$ cat config.mk
export PLATFORM = sky130hd
export DESIGN_NAME = string_escape_to_utf8_decoder_flat
export DESIGN_NICKNAME = d
export VERILOG_FILES = /design/src/rtl/sed_pkg.sv /design/src/rtl/sed_in_if.sv /design/src/rtl/sed_out_if.sv /design/src/rtl/sed_front.sv /design/src/rtl/sed_queue.sv /design/src/rtl/sed_back.sv /design/src/rtl/string_escape_to_utf8_decoder.sv /design/src/flat_wrapper.sv
export SDC_FILE = /design/constraint.sdc
export NUM_CORES = 1
export LEC_CHECK = 0
export ABC_CLOCK_PERIOD_IN_PS = 5900
export BUFFER_PORTS_ARGS = -buffer_cell sky130_fd_sc_hd__buf_2
export CORE_MARGIN = 3
export CORE_UTILIZATION = 63
export DETAILED_ROUTE_END_ITERATION = 7
export PLACE_DENSITY = 0.92
export SETUP_SLACK_MARGIN = 0.5
export SKIP_LAST_GASP = 1
export SYNTH_ARGS = -nofsm -noshare
export SYNTH_HDL_FRONTEND = slang
export SYNTH_HIERARCHICAL = 1
export SYNTH_SLANG_ARGS = --single-unit
$ cat constraint.sdc
create_clock -name clk -period 5.9 [get_ports clk]
set_clock_uncertainty 0.15 [all_clocks]
set_input_delay 1.18 -clock clk [delete_from_list [all_inputs] [get_ports clk]]
set_output_delay 1.18 -clock clk [all_outputs]
set_load 0.1 [all_outputs]
$ cat src/rtl/sed_pkg.sv
package sed_pkg;

	// Error codes carried on the closing result
	localparam logic [1:0] ERR_NONE     = 2'd0;
	localparam logic [1:0] ERR_DANGLING = 2'd1;
	localparam logic [1:0] ERR_BAD_UNI  = 2'd2;

	// UTF-8 range limits and lead/continuation marks
	localparam logic [31:0] UTF8_LIM1 = 32'h0000_007F;
	localparam logic [31:0] UTF8_LIM2 = 32'h0000_07FF;
	localparam logic [31:0] UTF8_LIM3 = 32'h0000_FFFF;
	localparam logic [7:0]  UTF8_LEAD2 = 8'hC0;
	localparam logic [7:0]  UTF8_LEAD3 = 8'hE0;
	localparam logic [7:0]  UTF8_LEAD4 = 8'hF0;
	localparam logic [7:0]  UTF8_CONT  = 8'h80;
	localparam logic [7:0]  UTF8_MASK  = 8'h3F;

	// One queued burst: up to four data bytes, then an optional closing result
	typedef struct packed {
		logic [3:0][7:0] data;
		logic [2:0]      nbyte;
		logic            close;
		logic [1:0]      err;
	} sed_cmd_t;

	typedef struct packed {
		logic            ok;
		logic [3:0]      val;
	} sed_hex_t;

	typedef struct packed {
		logic [3:0][7:0] data;
		logic [2:0]      nbyte;
	} sed_utf8_t;

	function automatic sed_hex_t hex_digit(input logic [7:0] c);
		sed_hex_t h;
		h.ok  = 1'b1;
		h.val = 4'd0;
		if (c >= "0" && c <= "9") begin
			h.val = 4'(c - 8'h30);
		end else if (c >= "a" && c <= "f") begin
			h.val = 4'(c - 8'h57);
		end else if (c >= "A" && c <= "F") begin
			h.val = 4'(c - 8'h37);
		end else begin
			h.ok = 1'b0;
		end
		return h;
	endfunction

	function automatic sed_utf8_t utf8_encode(input logic [31:0] v);
		sed_utf8_t u;
		u.data = '0;
		if (v <= UTF8_LIM1) begin
			u.nbyte   = 3'd1;
			u.data[0] = v[7:0];
		end else if (v <= UTF8_LIM2) begin
			u.nbyte   = 3'd2;
			u.data[0] = UTF8_LEAD2 | {3'b000, v[10:6]};
			u.data[1] = UTF8_CONT | ({2'b00, v[5:0]} & UTF8_MASK);
		end else if (v <= UTF8_LIM3) begin
			u.nbyte   = 3'd3;
			u.data[0] = UTF8_LEAD3 | {4'b0000, v[15:12]};
			u.data[1] = UTF8_CONT | ({2'b00, v[11:6]} & UTF8_MASK);
			u.data[2] = UTF8_CONT | ({2'b00, v[5:0]} & UTF8_MASK);
		end else begin
			u.nbyte   = 3'd4;
			u.data[0] = UTF8_LEAD4 | v[25:18];
			u.data[1] = UTF8_CONT | ({2'b00, v[17:12]} & UTF8_MASK);
			u.data[2] = UTF8_CONT | ({2'b00, v[11:6]} & UTF8_MASK);
			u.data[3] = UTF8_CONT | ({2'b00, v[5:0]} & UTF8_MASK);
		end
		return u;
	endfunction

endpackage

$ cat src/rtl/sed_in_if.sv
interface sed_in_if;
	logic       valid;
	logic       ready;
	logic [7:0] in_byte;
	logic       is_end;

	modport source (output valid, output in_byte, output is_end, input ready);
	modport sink (input valid, input in_byte, input is_end, output ready);
endinterface

$ cat src/rtl/sed_out_if.sv
interface sed_out_if;
	logic       valid;
	logic       ready;
	logic [7:0] out_byte;
	logic       has_byte;
	logic [1:0] error_code;
	logic       literal_done;
	logic       last_of_run;

	modport source (output valid, output out_byte, output has_byte, output error_code,
		output literal_done, output last_of_run, input ready);
	modport sink (input valid, input out_byte, input has_byte, input error_code,
		input literal_done, input last_of_run, output ready);
endinterface

$ cat src/rtl/sed_front.sv
module sed_front (
	input  logic              clk,
	input  logic              arst_n,
	input  logic              take,
	input  logic [7:0]        in_byte,
	input  logic              is_end,
	output logic              push,
	output sed_pkg::sed_cmd_t cmd
);
	import sed_pkg::*;

	localparam logic [2:0] MODE_NORMAL = 3'd0;
	localparam logic [2:0] MODE_ESCAPE = 3'd1;
	localparam logic [2:0] MODE_HEX    = 3'd2;
	localparam logic [2:0] MODE_UNI    = 3'd3;
	localparam logic [2:0] MODE_DROP   = 3'd4;

	logic [2:0]  mode_q, mode_d;
	logic [31:0] acc_q, acc_d;
	logic [3:0]  left_q, left_d;
	logic [1:0]  err_q, err_d;

	sed_hex_t    hv;
	logic [31:0] acc_sh;
	sed_utf8_t   u8;

	assign hv     = hex_digit(in_byte);
	assign acc_sh = {acc_q[27:0], hv.val};
	assign u8     = utf8_encode(acc_sh);

	// Classify the byte against the current mode and build the burst
	always_comb begin
		mode_d    = mode_q;
		acc_d     = acc_q;
		left_d    = left_q;
		err_d     = err_q;
		cmd       = '0;
		cmd.err   = ERR_NONE;
		if (is_end) begin
			cmd.close = 1'b1;
			case (mode_q)
				MODE_HEX: begin
					cmd.nbyte   = 3'd1;
					cmd.data[0] = acc_q[7:0];
				end
				MODE_ESCAPE: cmd.err = ERR_DANGLING;
				MODE_UNI:    cmd.err = ERR_BAD_UNI;
				MODE_DROP:   cmd.err = err_q;
				default:     cmd.err = ERR_NONE;
			endcase
			mode_d = MODE_NORMAL;
			acc_d  = '0;
			left_d = '0;
			err_d  = ERR_NONE;
		end else begin
			case (mode_q)
				MODE_ESCAPE: begin
					mode_d      = MODE_NORMAL;
					cmd.nbyte   = 3'd1;
					cmd.data[0] = in_byte;
					case (in_byte)
						"n": cmd.data[0] = 8'h0A;
						"t": cmd.data[0] = 8'h09;
						"r": cmd.data[0] = 8'h0D;
						"b": cmd.data[0] = 8'h08;
						"a": cmd.data[0] = 8'h07;
						"f": cmd.data[0] = 8'h0C;
						"v": cmd.data[0] = 8'h0B;
						"0": cmd.data[0] = 8'h00;
						"x": begin
							mode_d    = MODE_HEX;
							acc_d     = '0;
							cmd.nbyte = 3'd0;
						end
						"u": begin
							mode_d    = MODE_UNI;
							acc_d     = '0;
							left_d    = 4'd4;
							cmd.nbyte = 3'd0;
						end
						"U": begin
							mode_d    = MODE_UNI;
							acc_d     = '0;
							left_d    = 4'd8;
							cmd.nbyte = 3'd0;
						end
						default: cmd.data[0] = in_byte;
					endcase
				end
				MODE_HEX: begin
					if (hv.ok) begin
						acc_d = acc_sh;
					end else begin
						// value byte first, then the byte as plain text
						cmd.data[0] = acc_q[7:0];
						if (in_byte == "\\") begin
							mode_d    = MODE_ESCAPE;
							cmd.nbyte = 3'd1;
						end else begin
							mode_d      = MODE_NORMAL;
							cmd.nbyte   = 3'd2;
							cmd.data[1] = in_byte;
						end
					end
				end
				MODE_UNI: begin
					if (!hv.ok) begin
						err_d  = ERR_BAD_UNI;
						mode_d = MODE_DROP;
					end else begin
						acc_d  = acc_sh;
						left_d = left_q - 4'd1;
						if (left_q == 4'd1) begin
							cmd.data  = u8.data;
							cmd.nbyte = u8.nbyte;
							mode_d    = MODE_NORMAL;
							acc_d     = '0;
						end
					end
				end
				MODE_DROP: mode_d = MODE_DROP;
				default: begin
					if (in_byte == "\\") begin
						mode_d = MODE_ESCAPE;
					end else begin
						mode_d      = MODE_NORMAL;
						cmd.nbyte   = 3'd1;
						cmd.data[0] = in_byte;
					end
				end
			endcase
		end
	end

	assign push = take && (cmd.close || cmd.nbyte != 3'd0);

	// Decoder state
	always_ff @(posedge clk or negedge arst_n) begin
		if (!arst_n) begin
			mode_q <= MODE_NORMAL;
			acc_q  <= '0;
			left_q <= '0;
			err_q  <= ERR_NONE;
		end else if (take) begin
			mode_q <= mode_d;
			acc_q  <= acc_d;
			left_q <= left_d;
			err_q  <= err_d;
		end
	end

	a_end_resets: assert property (@(posedge clk) disable iff (!arst_n)
		take && is_end |=> mode_q == MODE_NORMAL && err_q == ERR_NONE)
		else $error("end of literal did not return decoder to normal text");

endmodule

$ cat src/rtl/sed_queue.sv
module sed_queue #(
	parameter int DEPTH = 4
) (
	input  logic              clk,
	input  logic              arst_n,
	input  logic              push,
	input  sed_pkg::sed_cmd_t push_data,
	input  logic              pop,
	output sed_pkg::sed_cmd_t pop_data,
	output logic              full,
	output logic              empty
);
	import sed_pkg::*;

	localparam int PW = $clog2(DEPTH);
	localparam int CW = $clog2(DEPTH + 1);
	localparam logic [PW-1:0] LAST_PTR = PW'(DEPTH - 1);
	localparam logic [CW-1:0] FULL_CNT = CW'(DEPTH);

	sed_cmd_t        slot_q [DEPTH];
	logic [PW-1:0]   wr_ptr_q, rd_ptr_q;
	logic [CW-1:0]   count_q;
	logic            do_push, do_pop;

	assign full     = count_q == FULL_CNT;
	assign empty    = count_q == '0;
	assign do_push  = push && !full;
	assign do_pop   = pop && !empty;
	assign pop_data = slot_q[rd_ptr_q];

	// Storage
	always_ff @(posedge clk) begin
		if (do_push) begin
			slot_q[wr_ptr_q] <= push_data;
		end
	end

	// Pointers and fill count
	always_ff @(posedge clk or negedge arst_n) begin
		if (!arst_n) begin
			wr_ptr_q <= '0;
			rd_ptr_q <= '0;
			count_q  <= '0;
		end else begin
			if (do_push) begin
				wr_ptr_q <= (wr_ptr_q == LAST_PTR) ? '0 : wr_ptr_q + 1'b1;
			end
			if (do_pop) begin
				rd_ptr_q <= (rd_ptr_q == LAST_PTR) ? '0 : rd_ptr_q + 1'b1;
			end
			if (do_push && !do_pop) begin
				count_q <= count_q + 1'b1;
			end else if (do_pop && !do_push) begin
				count_q <= count_q - 1'b1;
			end
		end
	end

	a_no_overrun: assert property (@(posedge clk) disable iff (!arst_n)
		full && !do_pop |=> full && $stable(wr_ptr_q))
		else $error("queue written while full");

endmodule

$ cat src/rtl/sed_back.sv
module sed_back (
	input  logic              clk,
	input  logic              arst_n,
	input  logic              empty,
	input  sed_pkg::sed_cmd_t head,
	output logic              pop,
	sed_out_if.source         results
);
	import sed_pkg::*;

	sed_cmd_t   cur_q;
	logic [1:0] idx_q;
	logic       busy_q;
	logic [2:0] total;
	logic       last;
	logic       is_data;

	assign total   = cur_q.nbyte + {2'b00, cur_q.close};
	assign last    = ({1'b0, idx_q} + 3'd1) == total;
	assign is_data = {1'b0, idx_q} < cur_q.nbyte;

	// Result fields for the current position in the burst
	assign results.valid        = busy_q;
	assign results.out_byte     = is_data ? cur_q.data[idx_q] : 8'h00;
	assign results.has_byte     = is_data;
	assign results.error_code   = is_data ? ERR_NONE : cur_q.err;
	assign results.literal_done = !is_data;
	assign results.last_of_run  = last;

	assign pop = !empty && (!busy_q || (results.ready && last));

	// Busy flag and position within the burst
	always_ff @(posedge clk or negedge arst_n) begin
		if (!arst_n) begin
			busy_q <= 1'b0;
			idx_q  <= '0;
		end else if (pop) begin
			busy_q <= 1'b1;
			idx_q  <= '0;
		end else if (busy_q && results.ready) begin
			if (last) begin
				busy_q <= 1'b0;
			end
			idx_q <= idx_q + 2'd1;
		end
	end

	always_ff @(posedge clk) begin
		if (pop) begin
			cur_q <= head;
		end
	end

	a_err_only_on_close: assert property (@(posedge clk) disable iff (!arst_n)
		busy_q && results.error_code != ERR_NONE |-> results.literal_done)
		else $error("error code outside the closing result");

	a_close_is_last: assert property (@(posedge clk) disable iff (!arst_n)
		busy_q && results.literal_done |-> results.last_of_run && !results.has_byte)
		else $error("closing result is not the last of its burst");

endmodule

$ cat src/rtl/string_escape_to_utf8_decoder.sv
// String literal escape decoder, UTF-8 output.
// chars (sink): one raw byte of a literal body per transaction, or an end
//   item (is_end = 1) that closes the literal.
// results (source): decoded bytes, then one closing result per end item with
//   literal_done set, has_byte clear and error_code (dangling backslash or bad
//   universal escape). last_of_run marks the final result of each input item.
// Path: with the output idle, an accepted item is written into the command
//   queue and then loaded into the output stage's burst register, after
//   which results.valid rises. An item that yields no result (a backslash,
//   a hex digit, a byte in drop mode) leaves nothing on the output.
// Throughput: one input item per cycle while the command queue is not full,
//   one result out per cycle while results.ready is 1. An item with several
//   results (\u, \U, closing bursts) holds the output until all are taken.
//   The command queue (QUEUE_DEPTH bursts) links decoder and output stage.
// Reset: the decoder returns to plain text with no held error, the queue and
//   the output stage empty.
// Stalls: with results.ready low the output holds its transaction; chars.ready
//   drops only once the command queue is full.
module string_escape_to_utf8_decoder #(
	parameter int QUEUE_DEPTH = 4
) (
	input  logic       clk,
	input  logic       arst_n,
	sed_in_if.sink     chars,
	sed_out_if.source  results
);
	import sed_pkg::*;

	sed_cmd_t cmd, head;
	logic     push, pop, full, empty, take;

	assign chars.ready = !full;
	assign take        = chars.valid && !full;

	sed_front u_front (
		.clk     (clk),
		.arst_n  (arst_n),
		.take    (take),
		.in_byte (chars.in_byte),
		.is_end  (chars.is_end),
		.push    (push),
		.cmd     (cmd)
	);

	sed_queue #(
		.DEPTH (QUEUE_DEPTH)
	) u_queue (
		.clk       (clk),
		.arst_n    (arst_n),
		.push      (push),
		.push_data (cmd),
		.pop       (pop),
		.pop_data  (head),
		.full      (full),
		.empty     (empty)
	);

	sed_back u_back (
		.clk     (clk),
		.arst_n  (arst_n),
		.empty   (empty),
		.head    (head),
		.pop     (pop),
		.results (results)
	);

endmodule

$ cat src/flat_wrapper.sv
// flat-port wrapper written by rule: the top's interface ports become plain ports
module string_escape_to_utf8_decoder_flat import sed_pkg::*;
#(
	parameter int QUEUE_DEPTH = 4
)
  (clk, arst_n, chars_valid, chars_in_byte, chars_is_end, chars_ready, results_valid, results_out_byte, results_has_byte, results_error_code, results_literal_done, results_last_of_run, results_ready);
  sed_in_if chars_i ();
  sed_out_if results_i ();
  input  logic clk;
  input  logic arst_n;
  input wire logic [$bits(chars_i.valid)-1:0] chars_valid;
  input wire logic [$bits(chars_i.in_byte)-1:0] chars_in_byte;
  input wire logic [$bits(chars_i.is_end)-1:0] chars_is_end;
  output wire logic [$bits(chars_i.ready)-1:0] chars_ready;
  output wire logic [$bits(results_i.valid)-1:0] results_valid;
  output wire logic [$bits(results_i.out_byte)-1:0] results_out_byte;
  output wire logic [$bits(results_i.has_byte)-1:0] results_has_byte;
  output wire logic [$bits(results_i.error_code)-1:0] results_error_code;
  output wire logic [$bits(results_i.literal_done)-1:0] results_literal_done;
  output wire logic [$bits(results_i.last_of_run)-1:0] results_last_of_run;
  input wire logic [$bits(results_i.ready)-1:0] results_ready;
  assign chars_i.valid = chars_valid;
  assign chars_i.in_byte = chars_in_byte;
  assign chars_i.is_end = chars_is_end;
  assign chars_ready = chars_i.ready;
  assign results_valid = results_i.valid;
  assign results_out_byte = results_i.out_byte;
  assign results_has_byte = results_i.has_byte;
  assign results_error_code = results_i.error_code;
  assign results_literal_done = results_i.literal_done;
  assign results_last_of_run = results_i.last_of_run;
  assign results_i.ready = results_ready;
  string_escape_to_utf8_decoder #(.QUEUE_DEPTH(QUEUE_DEPTH)) u_core (.clk(clk), .arst_n(arst_n), .chars(chars_i), .results(results_i));
endmodule
# == Word level (Yosys, flattened, before mapping) ==
# Memory sizes are Yosys's and may differ from the RTL's. A register that Yosys moved wholly into a read port is not among the register bits.
# Cells that the tools add are included.
# classes
n_addsub,11
order_cmp,11
eq_ne,28
mux,63
n_reduce_logical,35
# ops
cell,n
$mux W28,5
$eq A8 B7 Y1 const B,11
$pmux W28 S3,1
$mux W35,2
$pmux W8 S8,1
$mux W24,2
$mux W11,4
$pmux W11 S4,1
$mux W19,2
$le A32 B11 Y1 const B,1
$le A32 B16 Y1 const B,1
$le A32 B7 Y1 const B,1
$mux W16,2
$mux W8,4
$mux W25,1
$mux W3,7
$mux W4,5
$mux W2,9
$bmux W8 S2,1
$ge A8 B7 Y1 const B,2
$le A8 B7 Y1 const B,2
$pmux W4 S2,2
$pmux W8 S2,1
$logic_and A1 B1 Y1,12
38 further kinds,68
# totals
ff_bits,47
ram_bits,152
input_bits,13
out_inout_bits,15
memories,1
# memory_table
memory,words,width,rd,rd_clocked_by_memory_dff,wr,line,text
u_core.u_queue.slot_q,4,38,1,1,1,sed_queue.sv:20,sed_cmd_t slot_q [DEPTH];

# == Depth between registers and ports, before layout ==
# Gate-level depths: netlist of the first run.
# depth
word_depth,21
depth_mapped,17

# == Cells and area by module ==
# Netlist of the first run, hierarchy kept.
# modules_own_cells
mod,instances,cells_each,area_each_um2
sed_queue,1,236,5918.2
sed_front,1,410,3155.5
sed_back,1,88,1684.1
string_escape_to_utf8_decoder,1,2,10.0

# == Worst setup path after synthesis of the first run ==
# Ideal clock, no wire load.
# synth_timing
path_type,input-to-reg
from,input port results_ready
to,register u_core.u_queue.count_q[1]
arrival_ns,4.977
required_ns,5.625
slack_ns,0.649
path_stages,7
path_buffers,0
cell_sequence,or4b_1 -> a21oi_1 -> o31ai_2 -> ha_1 -> inv_1 -> fa_1 -> mux2_2
# synth_via
elab_chain_len,7
elab_cells_between_ends,9
# synth_rtl
element,line,text
start: declaration,flat_wrapper.sv:21,input wire logic [$bits(results_i.ready)-1:0] results_ready;
$logic_and A1 B1 Y1 (*),sed_back.sv:30,assign pop = !empty && (!busy_q || (results.ready && last));
$logic_or A1 B1 Y1 (*),sed_back.sv:30,
$logic_and A1 B1 Y1 (*),sed_back.sv:30,
named net u_core.pop,string_escape_to_utf8_decoder.sv:30,"logic push, pop, full, empty, take;"
$logic_and A1 B1 Y1 (*),sed_queue.sv:28,assign do_pop = pop && !empty;
$logic_not A1 Y1,sed_queue.sv:51,if (do_push && !do_pop) begin
$logic_and A1 B1 Y1,sed_queue.sv:51,
$mux W3 / $reduce_bool A2 Y1 (equally long branches),--,
end signal: assignment,sed_queue.sv:52,count_q <= count_q + 1'b1;
end signal: assignment,sed_queue.sv:54,count_q <= count_q - 1'b1;
end: declaration,sed_queue.sv:22,logic [CW-1:0] count_q;
# Mark *: on every way through the listed nets, which the timed path passes. The rest lies on a longest branch.
# A chain may end at the register's enable or synchronous reset.

# == Final worst setup path of the first run ==
# layout_timing
from,input port chars_in_byte[0]
to,register u_core.u_queue.count_q[2]
# layout_via
elab_chain_len,20
elab_cells_between_ends,46
# layout_rtl
element,line,text
start: declaration,flat_wrapper.sv:12,input wire logic [$bits(chars_i.in_byte)-1:0] chars_in_byte;
$ge A8 B7 Y1 / $le A8 B7 Y1 (equally long branches),sed_pkg.sv:44,"end else if (c >= ""A"" && c <= ""F"") begin"
$logic_and A1 B1 Y1,sed_pkg.sv:44,
$mux W4,sed_pkg.sv:44,
$mux W4,sed_pkg.sv:42,"end else if (c >= ""a"" && c <= ""f"") begin"
$mux W4,sed_pkg.sv:40,"if (c >= ""0"" && c <= ""9"") begin"
$le A32 B16 Y1,sed_pkg.sv:62,end else if (v <= UTF8_LIM3) begin
$mux W25,sed_pkg.sv:62,
$mux W19,sed_pkg.sv:58,end else if (v <= UTF8_LIM2) begin
(+5 left out),--,
$reduce_bool A3 Y1 (*),sed_front.sv:135,assign push = take && (cmd.close || cmd.nbyte != 3'd0);
$logic_or A1 B1 Y1 (*),sed_front.sv:135,
$logic_and A1 B1 Y1 (*),sed_front.sv:135,
named net u_core.push,string_escape_to_utf8_decoder.sv:30,
$logic_and A1 B1 Y1 (*),sed_queue.sv:27,assign do_push = push && !full;
$logic_not A1 Y1,sed_queue.sv:53,end else if (do_pop && !do_push) begin
$logic_and A1 B1 Y1,sed_queue.sv:53,
$reduce_bool A2 Y1 (no source line),--,
# Marked as above.

==> impl_metrics.tcl, run 1 <==
set metrics [dict create \
    synth_area_mm2 0.0108 \
    regArea_mm2 0.00686 \
    ant_nets 0 \
    p_per_area_mw_per_mm2 464 \
    initial_utilization_pct 64.7 \
    clock_sinks 236 \
    wl_per_cell_um 24.2 \
    slew_headroom_pct 26.3 \
    rsz0062_at_grt "no" \
    drtPass1Iterations 6 \
    hold_viol 0 \
    routed_wl_um 23900 \
    tightestPinTransition_ns 1.11 \
    synth_area_leaders "edfxtp_1 (53%), dfrtp_1 (11%), mux4_2 (9.6%)" \
    ctsResizeCount 0 \
    clk_pin_slew_ns 0.06 \
    h-tree-depth 1 \
    synth-async-reset-ratio_pct 19.5 \
    synth_cell_type_count 79 \
    finalSetupViolCount 0 \
    vias_per_cell 6.63 \
    dieArea_mm2 0.0187 \
    seq_area_frac_synth_pct 63.7 \
    layout_common_cells "edfxtp_1 (190), nand2_1 (56), mux4_2 (46)" \
    drt_iter0_drc 859 \
    nNetsFinal 787 \
    irDropWorstVdd_v 0.000511 \
    cts_buffers 22 \
    fin_cells 990 \
    overflow 0 \
    leakagePower_nw 4.17 \
    status "complete, no violations" \
    synth_cells 736 \
    finalSetupTns_ns 0 \
    grt_use_total_pct 26.5 \
    finalCritPeriodShare_pct 83.6 \
    clk_path_buf_depth 3 \
    crit_path_end_kind "flip-flop" \
    required_ns 6.16 \
    synth_top_area_cell "edfxtp_1" \
    fmax_ghz 0.203 \
    final_layout_size_suffix_gt1_share_pct 18.4 \
    die_w_um 137 \
    fin_crit_ns 4.93 \
    dpl.hpwl_um 15500 \
    grt_pass1_wl_um 37300 \
    final_common_cell "edfxtp_1" \
    diodes 0 \
    drv_slew 0 \
    grt_pass1_vias 6558 \
    insertion_delay_ns 0.50 \
    yosysTopAreaCellShare_pct 53.0 \
    io_pins 28 \
    crit_type "input port to flip-flop" \
    cp_max_fo 16 \
    rows 47 \
    worst_hold_path_type "flip-flop to flip-flop" \
    syn_avg_cell_area_um2 14.6 \
    postCtsSetupRepairBufs 0 \
    grt_max_degree 47 \
    synth-edff-count 190 \
    dp_cells 953 \
    die_h_um 137 \
    gp_congestion 0.973 \
    clock-root-buffer "clkbuf_16" \
    io_buffers 27 \
    critPathLaunchType "input port" \
    drc_errors 0 \
    cap_violations 0 \
    ys.flop_type "edfxtp_1" \
    vias 6565 \
    ys.warnings.count 6 \
    worstPathArrival_ns 5.19 \
    tritoncts "done" \
    hold_buffers 0 \
    antenna_found_initial 0 \
    nFillCells 1034 \
    multi_input_area_mm2 0.00358 \
    syn_to_final_growth_pct 9.27 \
    core_area_mm2 0.0166 \
    synth_seq_cells 236 \
]
## logic make-up (layout without fill, tap and decap cells)
| kind of cell | Yosys count | after routing | share of synthesized area, % |
|---|---|---|---|
| buffers and inverters | 82 | 115 | 3.23 |
| muxes | 77 | 77 | 12.6 |
| adders and majority gates | 17 | 17 | 2.05 |
| xor gates and xnor gates | 10 | 10 | 0.953 |
| DFF | 236 | 236 | 63.7 |
| other | 1 | 2 | 0.0348 |
| and+or+nand+nor | 181 | 181 | 8.71 |
| AOI/OAI and AO/OA | 132 | 132 | 8.70 |
## Yosys cell counts, types with 4 or more instances
| master | n |
|---|---|
| edfxtp_1 | 190 |
| clkbuf_1 | 22 |
| buf_4 | 7 |
| o21ai_0 | 19 |
| o21a_1 | 13 |
| nand4b_1 | 4 |
| nand4_1 | 4 |
| a21oi_1 | 35 |
| nor2b_1 | 7 |
| xnor2_1 | 4 |
| nor2_1 | 38 |
| xor2_1 | 5 |
| dfrtp_1 | 46 |
| o31ai_1 | 5 |
| nand2_1 | 56 |
| buf_2 | 11 |
| inv_1 | 41 |
| ha_1 | 16 |
| mux2_2 | 4 |
| nor4_1 | 7 |
| nor3b_1 | 6 |
| nor3_1 | 15 |
| o22ai_1 | 6 |
| a22oi_1 | 6 |
| and2_1 | 11 |
| nand2b_1 | 5 |
| mux2i_1 | 25 |
| nand3_1 | 7 |
| mux4_2 | 46 |
## state kept, by name, indices dropped and copies added, names as in the netlist, 2 cells and up
signal	cells
u_core/u_back/cur_q	38
u_core/u_front/mode_q	3
u_core/u_queue/slot_q	152
u_core/u_queue/rd_ptr_q	2
u_core/u_front/left_q	4
u_core/u_queue/count_q	3
u_core/u_queue/wr_ptr_q	2
u_core/u_front/acc_q	28
u_core/u_back/idx_q	2
## worst max-delay path: stages
cell and delay (ns):
buf_2 0.21, inv_1 0.14, ha_1 0.28, nor3b_1 0.19
a2111oi_4 0.45, a21oi_2 0.28, nor3_1 0.46, or3_1 0.18
o221a_1 0.16, nor2b_1 0.46, ha_1 0.28, inv_1 0.06
fa_1 0.37, xor2_1 0.15, nor2_1 0.15, xor2_1 0.19
## metal layers
metal	track usage [%]	share of wire (%)
met5	0	0
met4	7.22	3.3
met3	4.41	7.8
met2	45.0	50
met1	36.0	39
## power by group
part / switching (mW) / internal, mW
Sequential: 0.158 / 2.18
Combinational: 1.18 / 0.587
Clock: 0.565 / 0.797
Total: 1.90 / 3.56
## worst paths after layout
check | to | depth (start not counted) | startpoint | slack (ns)
worst max register to register | u_core/u_queue/count_q[1] | 10 | u_core/u_back/idx_q[0] | 1.67
worst max-delay path | u_core/u_queue/count_q[2] | 16 | chars_in_byte[0] | 0.97
worst min-delay path | u_core/u_front/acc_q[26] | 2 | u_core/u_front/acc_q[26] | 0.38
min in group asynchronous | u_core/u_back/idx_q[0] | 1 | arst_n | 0.71
worst min register to register | u_core/u_front/acc_q[26] | 2 | u_core/u_front/acc_q[26] | 0.38
max in group asynchronous | u_core/u_queue/rd_ptr_q[0] | 1 | arst_n | 4.14
## area by class of cell
class	count	area share, %
sequential	236	58.3
multi-input combinational	419	30.5
clock buffer	29	5.08
tap	220	2.34
timing repair buffer	37	1.79
inverter	41	1.31
clock inverter	8	0.744
## stage by stage
stage	total power [mW]	hold slack (ns)	cell area [um2]	setup slack [ns]	utilization, %
6_report	5.46	0.376	11800	0.965	70.7
3_3_place_gp	4.00	0.357	11100	0.787	66.6
4_1_cts	5.49	0.376	11800	1.00	70.7
2_1_floorplan	3.74	0.341	10800	0.649	-
5_1_grt	5.67	0.416	11800	0.655	70.7
3_5_place_dp	4.11	0.367	11100	0.558	66.6
No activity file was read; power rests on OpenSTA's default activity.
==> run 2, diff against run 1 <==
--- a/config.mk
+++ b/config.mk
@@ -5,7 +5,7 @@
 export SDC_FILE = /design/constraint.sdc
 export NUM_CORES = 1
 export LEC_CHECK = 0
-export ABC_CLOCK_PERIOD_IN_PS = 5900
+export ABC_CLOCK_PERIOD_IN_PS = 5090
 export BUFFER_PORTS_ARGS = -buffer_cell sky130_fd_sc_hd__buf_2
 export CORE_MARGIN = 3
 export CORE_UTILIZATION = 63
==> constraint.sdc (replaced) <==
create_clock -name clk -period 5.09 [get_ports clk]
set_clock_uncertainty 0.15 [all_clocks]
set_input_delay 1.018 -clock clk [delete_from_list [all_inputs] [get_ports clk]]
set_output_delay 1.018 -clock clk [all_outputs]
set_load 0.1 [all_outputs]
==> run 2 against run 1 <==
Count of clock-buffer cells in the layout rose by 1. Critical path depth fell by 2. Highest routed layer is now met5. Core utilization rose by 0.46 points.
==> impl_metrics.tcl, run 2 (synthesized netlist as in run 1, its figures left out) <==
set metrics [dict create \
    irDropWorstVdd_v 0.000582 \
    drc_errors 0 \
    postCtsSetupRepairBufs 0 \
    grt_pass1_wl_um 37900 \
    worstPathCellList "buf_2 > inv_1 > ha_1 > nor3b_1 > a2111oi_4 > a21oi_2 > and2_1 > or3_1 > o221a_1 > nor2b_1 > ha_1 > inv_1 > fa_1 > mux2_2" \
    cap_violations 0 \
    syn_to_final_growth_pct 9.98 \
    overflow 0 \
    dpl.hpwl_um 16200 \
    gr-usage-met1_pct 35.7 \
    tightestPinTransition_ns 1.10 \
    vias 6670 \
    ant_nets 0 \
    power_frac_seq_pct 43.3 \
    largest_reg_flops 152 \
    drv_slew 0 \
    swShare_pct 35.2 \
    io_buffers 27 \
    clockPowerShare_pct 24.6 \
    cp_max_fo 9 \
    routed_wl_um 24300 \
    rsz0062_at_grt "no" \
    slew_headroom_pct 26.4 \
    insertion_delay_ns 0.50 \
    fin_area_mm2 0.0118 \
    p_int_mw 4.11 \
    final_util_pct 71.2 \
    top_regs "u_core/u_queue/slot_q x152, u_core/u_back/cur_q x38, u_core/u_front/acc_q x28" \
    clk_pin_slew_ns 0.06 \
    nFillCells 1003 \
    finalSetupTns_ns 0 \
    worst_hold_path_type "flip-flop to flip-flop" \
    required_ns 5.32 \
    worst_path_largest_cell_delay_ns 0.46 \
    clk_path_buf_depth 3 \
    final_layout_size_suffix_gt1_share_pct 18.8 \
    met2_usage_pct 47.0 \
    clock_sinks 236 \
    drtPass1Iterations 5 \
    regMostFlops "u_core/u_queue/slot_q" \
    finalCritPeriodShare_pct 82.2 \
    use_met3_pct 3.97 \
    grt-busiest-layer "met2" \
    fmax_ghz 0.239 \
    grt_use_total_pct 26.9 \
    ctsResizeCount 0 \
    critPathLaunchType "input port" \
    fin_cells 998 \
    p_comb_share_pct 32.0 \
    drt_iter0_drc 868 \
    fin_crit_ns 4.19 \
    crit_type "input port to flip-flop" \
    die_w_um 137 \
    diodes 0 \
    grt_pass1_vias 6623 \
    dp_cells 957 \
    tritoncts "done" \
    leakagePower_nw 4.19 \
    p_per_area_mw_per_mm2 536 \
    core_area_mm2 0.0166 \
    placement.cell_area_mm2 0.0112 \
    initial_utilization_pct 64.7 \
    slowest_stage "a2111oi_4" \
    dieArea_mm2 0.0187 \
    io_pins 28 \
    finalSetupViolCount 0 \
    clock-root-buffer "clkbuf_16" \
    worstPathArrival_ns 4.42 \
    whs_ns 0.376 \
    antenna_found_initial 1 \
    crit_path_end_kind "flip-flop" \
    layout_common_cells "edfxtp_1 (190), nand2_1 (56), mux4_2 (46)" \
    gp_congestion 0.983 \
    status "complete, no violations" \
    grt_max_degree 47 \
    power_switching_mw 2.23 \
    nNetsFinal 792 \
    final_common_cell "edfxtp_1" \
    hold_buffers 0 \
    wl_per_cell_um 24.3 \
    die_h_um 137 \
    rows 47 \
    h-tree-depth 1 \
    cts_buffers 23 \
    vias_per_cell 6.68 \
    hold_viol 0 \
]
## run 2: power groups by stage
stage	registers (mW)	logic, mW	clock network [mW]
2_1_floorplan	2.66	1.68	0
3_3_place_gp	2.73	1.94	0
3_5_place_dp	2.78	2.02	0
4_1_cts	2.75	2.05	1.58
5_1_grt	2.78	2.15	1.66
6_report	2.75	2.03	1.56
## run 2: critical path: cells and delay by family
family                   cells  cell delay, ns
AO/OA/AOI/OAI                3            0.84
adder cells (fa/ha/maj)      3            0.94
buffers and inverters        3            0.43
multiplexers                 1            0.27
AND/OR/NAND/NOR              4            0.91
## run 2: final cells by class
type	instances	area (um2)	share of cell area (%)
clock buffers	30	602	5.08
flip-flops and latches	236	6860	57.9
repair buffers	41	290	2.45
clock inverters	11	81.3	0.687
inverters	41	154	1.30
multi-input cells	419	3580	30.2
well taps	220	275	2.32
## run 2: final timing paths
path / start / to / slack [ns] / cells after the start
worst max-delay path: chars_in_byte[0] / u_core/u_queue/count_q[1] / 0.90 / 14
worst min-delay path: u_core/u_front/acc_q[26] / u_core/u_front/acc_q[26] / 0.38 / 2
worst max register to register: u_core/u_back/idx_q[0] / u_core/u_queue/count_q[1] / 1.23 / 9
worst min register to register: u_core/u_front/acc_q[26] / u_core/u_front/acc_q[26] / 0.38 / 2
max in group asynchronous: arst_n / u_core/u_queue/rd_ptr_q[0] / 3.49 / 1
min in group asynchronous: arst_n / u_core/u_back/idx_q[0] / 0.56 / 1
## run 2: metrics by stage
step | worst slack, ns | power, mW
2_1_floorplan | 0.621 | 4.33
3_3_place_gp | 0.564 | 4.67
3_5_place_dp | 0.431 | 4.80
4_1_cts | 0.902 | 6.39
5_1_grt | 0.585 | 6.60
6_report | 0.905 | 6.34
## run 2: metal layers
layer / vias to the layer above / routed length, um
met4: 2 / 607
met2: 347 / 12600
met5: - / 11
met3: 61 / 1600
met1: 3384 / 9490
li1: 2876 / -
==> run 3, diff against run 2 <==
--- a/config.mk
+++ b/config.mk
@@ -5,7 +5,7 @@
 export SDC_FILE = /design/constraint.sdc
 export NUM_CORES = 1
 export LEC_CHECK = 0
-export ABC_CLOCK_PERIOD_IN_PS = 5090
+export ABC_CLOCK_PERIOD_IN_PS = 4200
 export BUFFER_PORTS_ARGS = -buffer_cell sky130_fd_sc_hd__buf_2
 export CORE_MARGIN = 3
 export CORE_UTILIZATION = 63
==> constraint.sdc (replaced) <==
create_clock -name clk -period 4.2 [get_ports clk]
set_clock_uncertainty 0.15 [all_clocks]
set_input_delay 0.84 -clock clk [delete_from_list [all_inputs] [get_ports clk]]
set_output_delay 0.84 -clock clk [all_outputs]
set_load 0.1 [all_outputs]
==> run 3 against run 2 <==
Final area rose by 1.8%. Flip-flop and latch count did not move. Critical endpoint is now u_core/u_queue/count_q[2]. Non-clock buffer count is 14 higher.
==> impl_metrics.tcl, run 3 (synthesized netlist as in run 1, its figures left out) <==
set metrics [dict create \
    finalCritPeriodShare_pct 86.7 \
    critPathLaunchType "flip-flop" \
    initial_utilization_pct 64.7 \
    wl_per_cell_um 25.6 \
    rrSetupSlack_ns 0.56 \
    diodes 0 \
    hold_buffers 0 \
    h-tree-depth 1 \
    dieArea_mm2 0.0187 \
    vias_per_cell 6.69 \
    die_h_um 137 \
    grt_pass1_wl_um 39500 \
    top_regs "u_core/u_queue/slot_q x152, u_core/u_back/cur_q x38, u_core/u_front/acc_q x28" \
    multi_input_area_mm2 0.00363 \
    fin_cells 1015 \
    grt_max_degree 47 \
    required_ns 4.48 \
    irDropWorstVdd_v 0.000718 \
    cap_violations 0 \
    overflow 0 \
    clock-root-buffer "clkbuf_16" \
    grt_pass1_vias 6739 \
    placement.cell_area_mm2 0.0113 \
    rows 47 \
    regMostFlops "u_core/u_queue/slot_q" \
    grt_use_total_pct 28.5 \
    regArea_mm2 0.00686 \
    cp_max_fo 3 \
    insertion_delay_ns 0.51 \
    largest_reg_flops 152 \
    drtPass1Iterations 6 \
    clk_path_buf_depth 3 \
    nNetsFinal 807 \
    p_per_area_mw_per_mm2 658 \
    gp_congestion 0.995 \
    rsz0062_at_grt "no" \
    leakagePower_nw 4.31 \
    routed_wl_um 26000 \
    antenna_found_initial 1 \
    finalSetupViolCount 0 \
    dp_cells 971 \
    status "complete, no violations" \
    vias 6789 \
    ant_nets 0 \
    crit_path_end_kind "flip-flop" \
    crit_type "flip-flop to flip-flop" \
    fmax_ghz 0.275 \
    clk_pin_slew_ns 0.06 \
    final_layout_size_suffix_gt1_share_pct 21.8 \
    dpl.hpwl_um 17200 \
    die_w_um 137 \
    core_area_mm2 0.0166 \
    fin_crit_ns 3.64 \
    clock_sinks 236 \
    io_pins 28 \
    drt_iter0_drc 805 \
    drc_errors 0 \
    tritoncts "done" \
    slew_headroom_pct 23.8 \
    hold_viol 0 \
    syn_to_final_growth_pct 12.0 \
    worstPathArrival_ns 3.92 \
    io_buffers 27 \
    postCtsSetupRepairBufs 0 \
    finalSetupTns_ns 0 \
    fin_area_mm2 0.0121 \
    cts_buffers 24 \
    tightestPinTransition_ns 1.14 \
    layout_common_cells "edfxtp_1 (190), nand2_1 (56), mux4_2 (46)" \
    nFillCells 1036 \
    drv_slew 0 \
    final_common_cell "edfxtp_1" \
    worst_hold_path_type "flip-flop to flip-flop" \
]
[run 3: area by class of cell]
| type | instances | share of cell area (%) |
|---|---|---|
| flip-flops and latches | 236 | 56.9 |
| multi-input cells | 419 | 30.1 |
| clock buffers | 33 | 5.44 |
| repair buffers | 55 | 3.28 |
| well taps | 220 | 2.28 |
| inverters | 41 | 1.28 |
| clock inverters | 11 | 0.695 |
[run 3: per-layer routing]
layer	up-vias	GRT usage, %	wire length, um
met5	-	0	15
met4	2	11.0	1110
met3	88	4.74	2180
met2	408	46.7	12600
met1	3377	38.7	10100
li1	2914	-	-
[run 3: per-stage QoR]
stage	power, mW	util [%]	hold WS (ns)	setup WS, ns
6_report	7.93	72.4	0.378	0.559
5_1_grt	8.21	72.4	0.380	0.363
4_1_cts	7.97	72.4	0.380	0.577
3_5_place_dp	5.90	68.0	0.370	0.0443
3_3_place_gp	5.75	68.0	0.359	0.176
2_1_floorplan	5.28	-	0.341	0.0724
[run 3: worst paths after layout]
kind	startpoint	endpoint	depth (start not counted)
setup / recovery	u_core/u_front/left_q[1]	u_core/u_queue/count_q[2]	15
hold / removal	u_core/u_front/acc_q[26]	u_core/u_front/acc_q[26]	2
setup reg to reg	u_core/u_front/left_q[1]	u_core/u_queue/count_q[2]	15
hold reg to reg	u_core/u_front/acc_q[26]	u_core/u_front/acc_q[26]	2
max in group asynchronous	arst_n	u_core/u_queue/rd_ptr_q[0]	1
min in group asynchronous	arst_n	u_core/u_front/acc_q[12]	1
[run 3: worst max-delay path, cell delays in order (launching register included)]
cell and delay, ns:
dfrtp_1 0.38, inv_1 0.12, ha_1 0.18, nor4bb_1 0.29, buf_4 0.18, nand2_1 0.12
a2111oi_1 0.46, a211o_1 0.18, o221a_1 0.22, nor2b_2 0.25, ha_4 0.18, inv_2 0.04
fa_2 0.36, xor2_1 0.17, nor2_1 0.11, xor2_1 0.18
[run 3: power breakdown]
group	internal, mW	switching [mW]
combinational	0.911	1.71
clock	1.16	0.847
sequential	3.06	0.247
[run 3: timing repair]
action	in CTS	in global routing
pin swaps	0	0
resized for setup	1	2
gates cloned	0	0
endpoints found under the setup margin	4	116
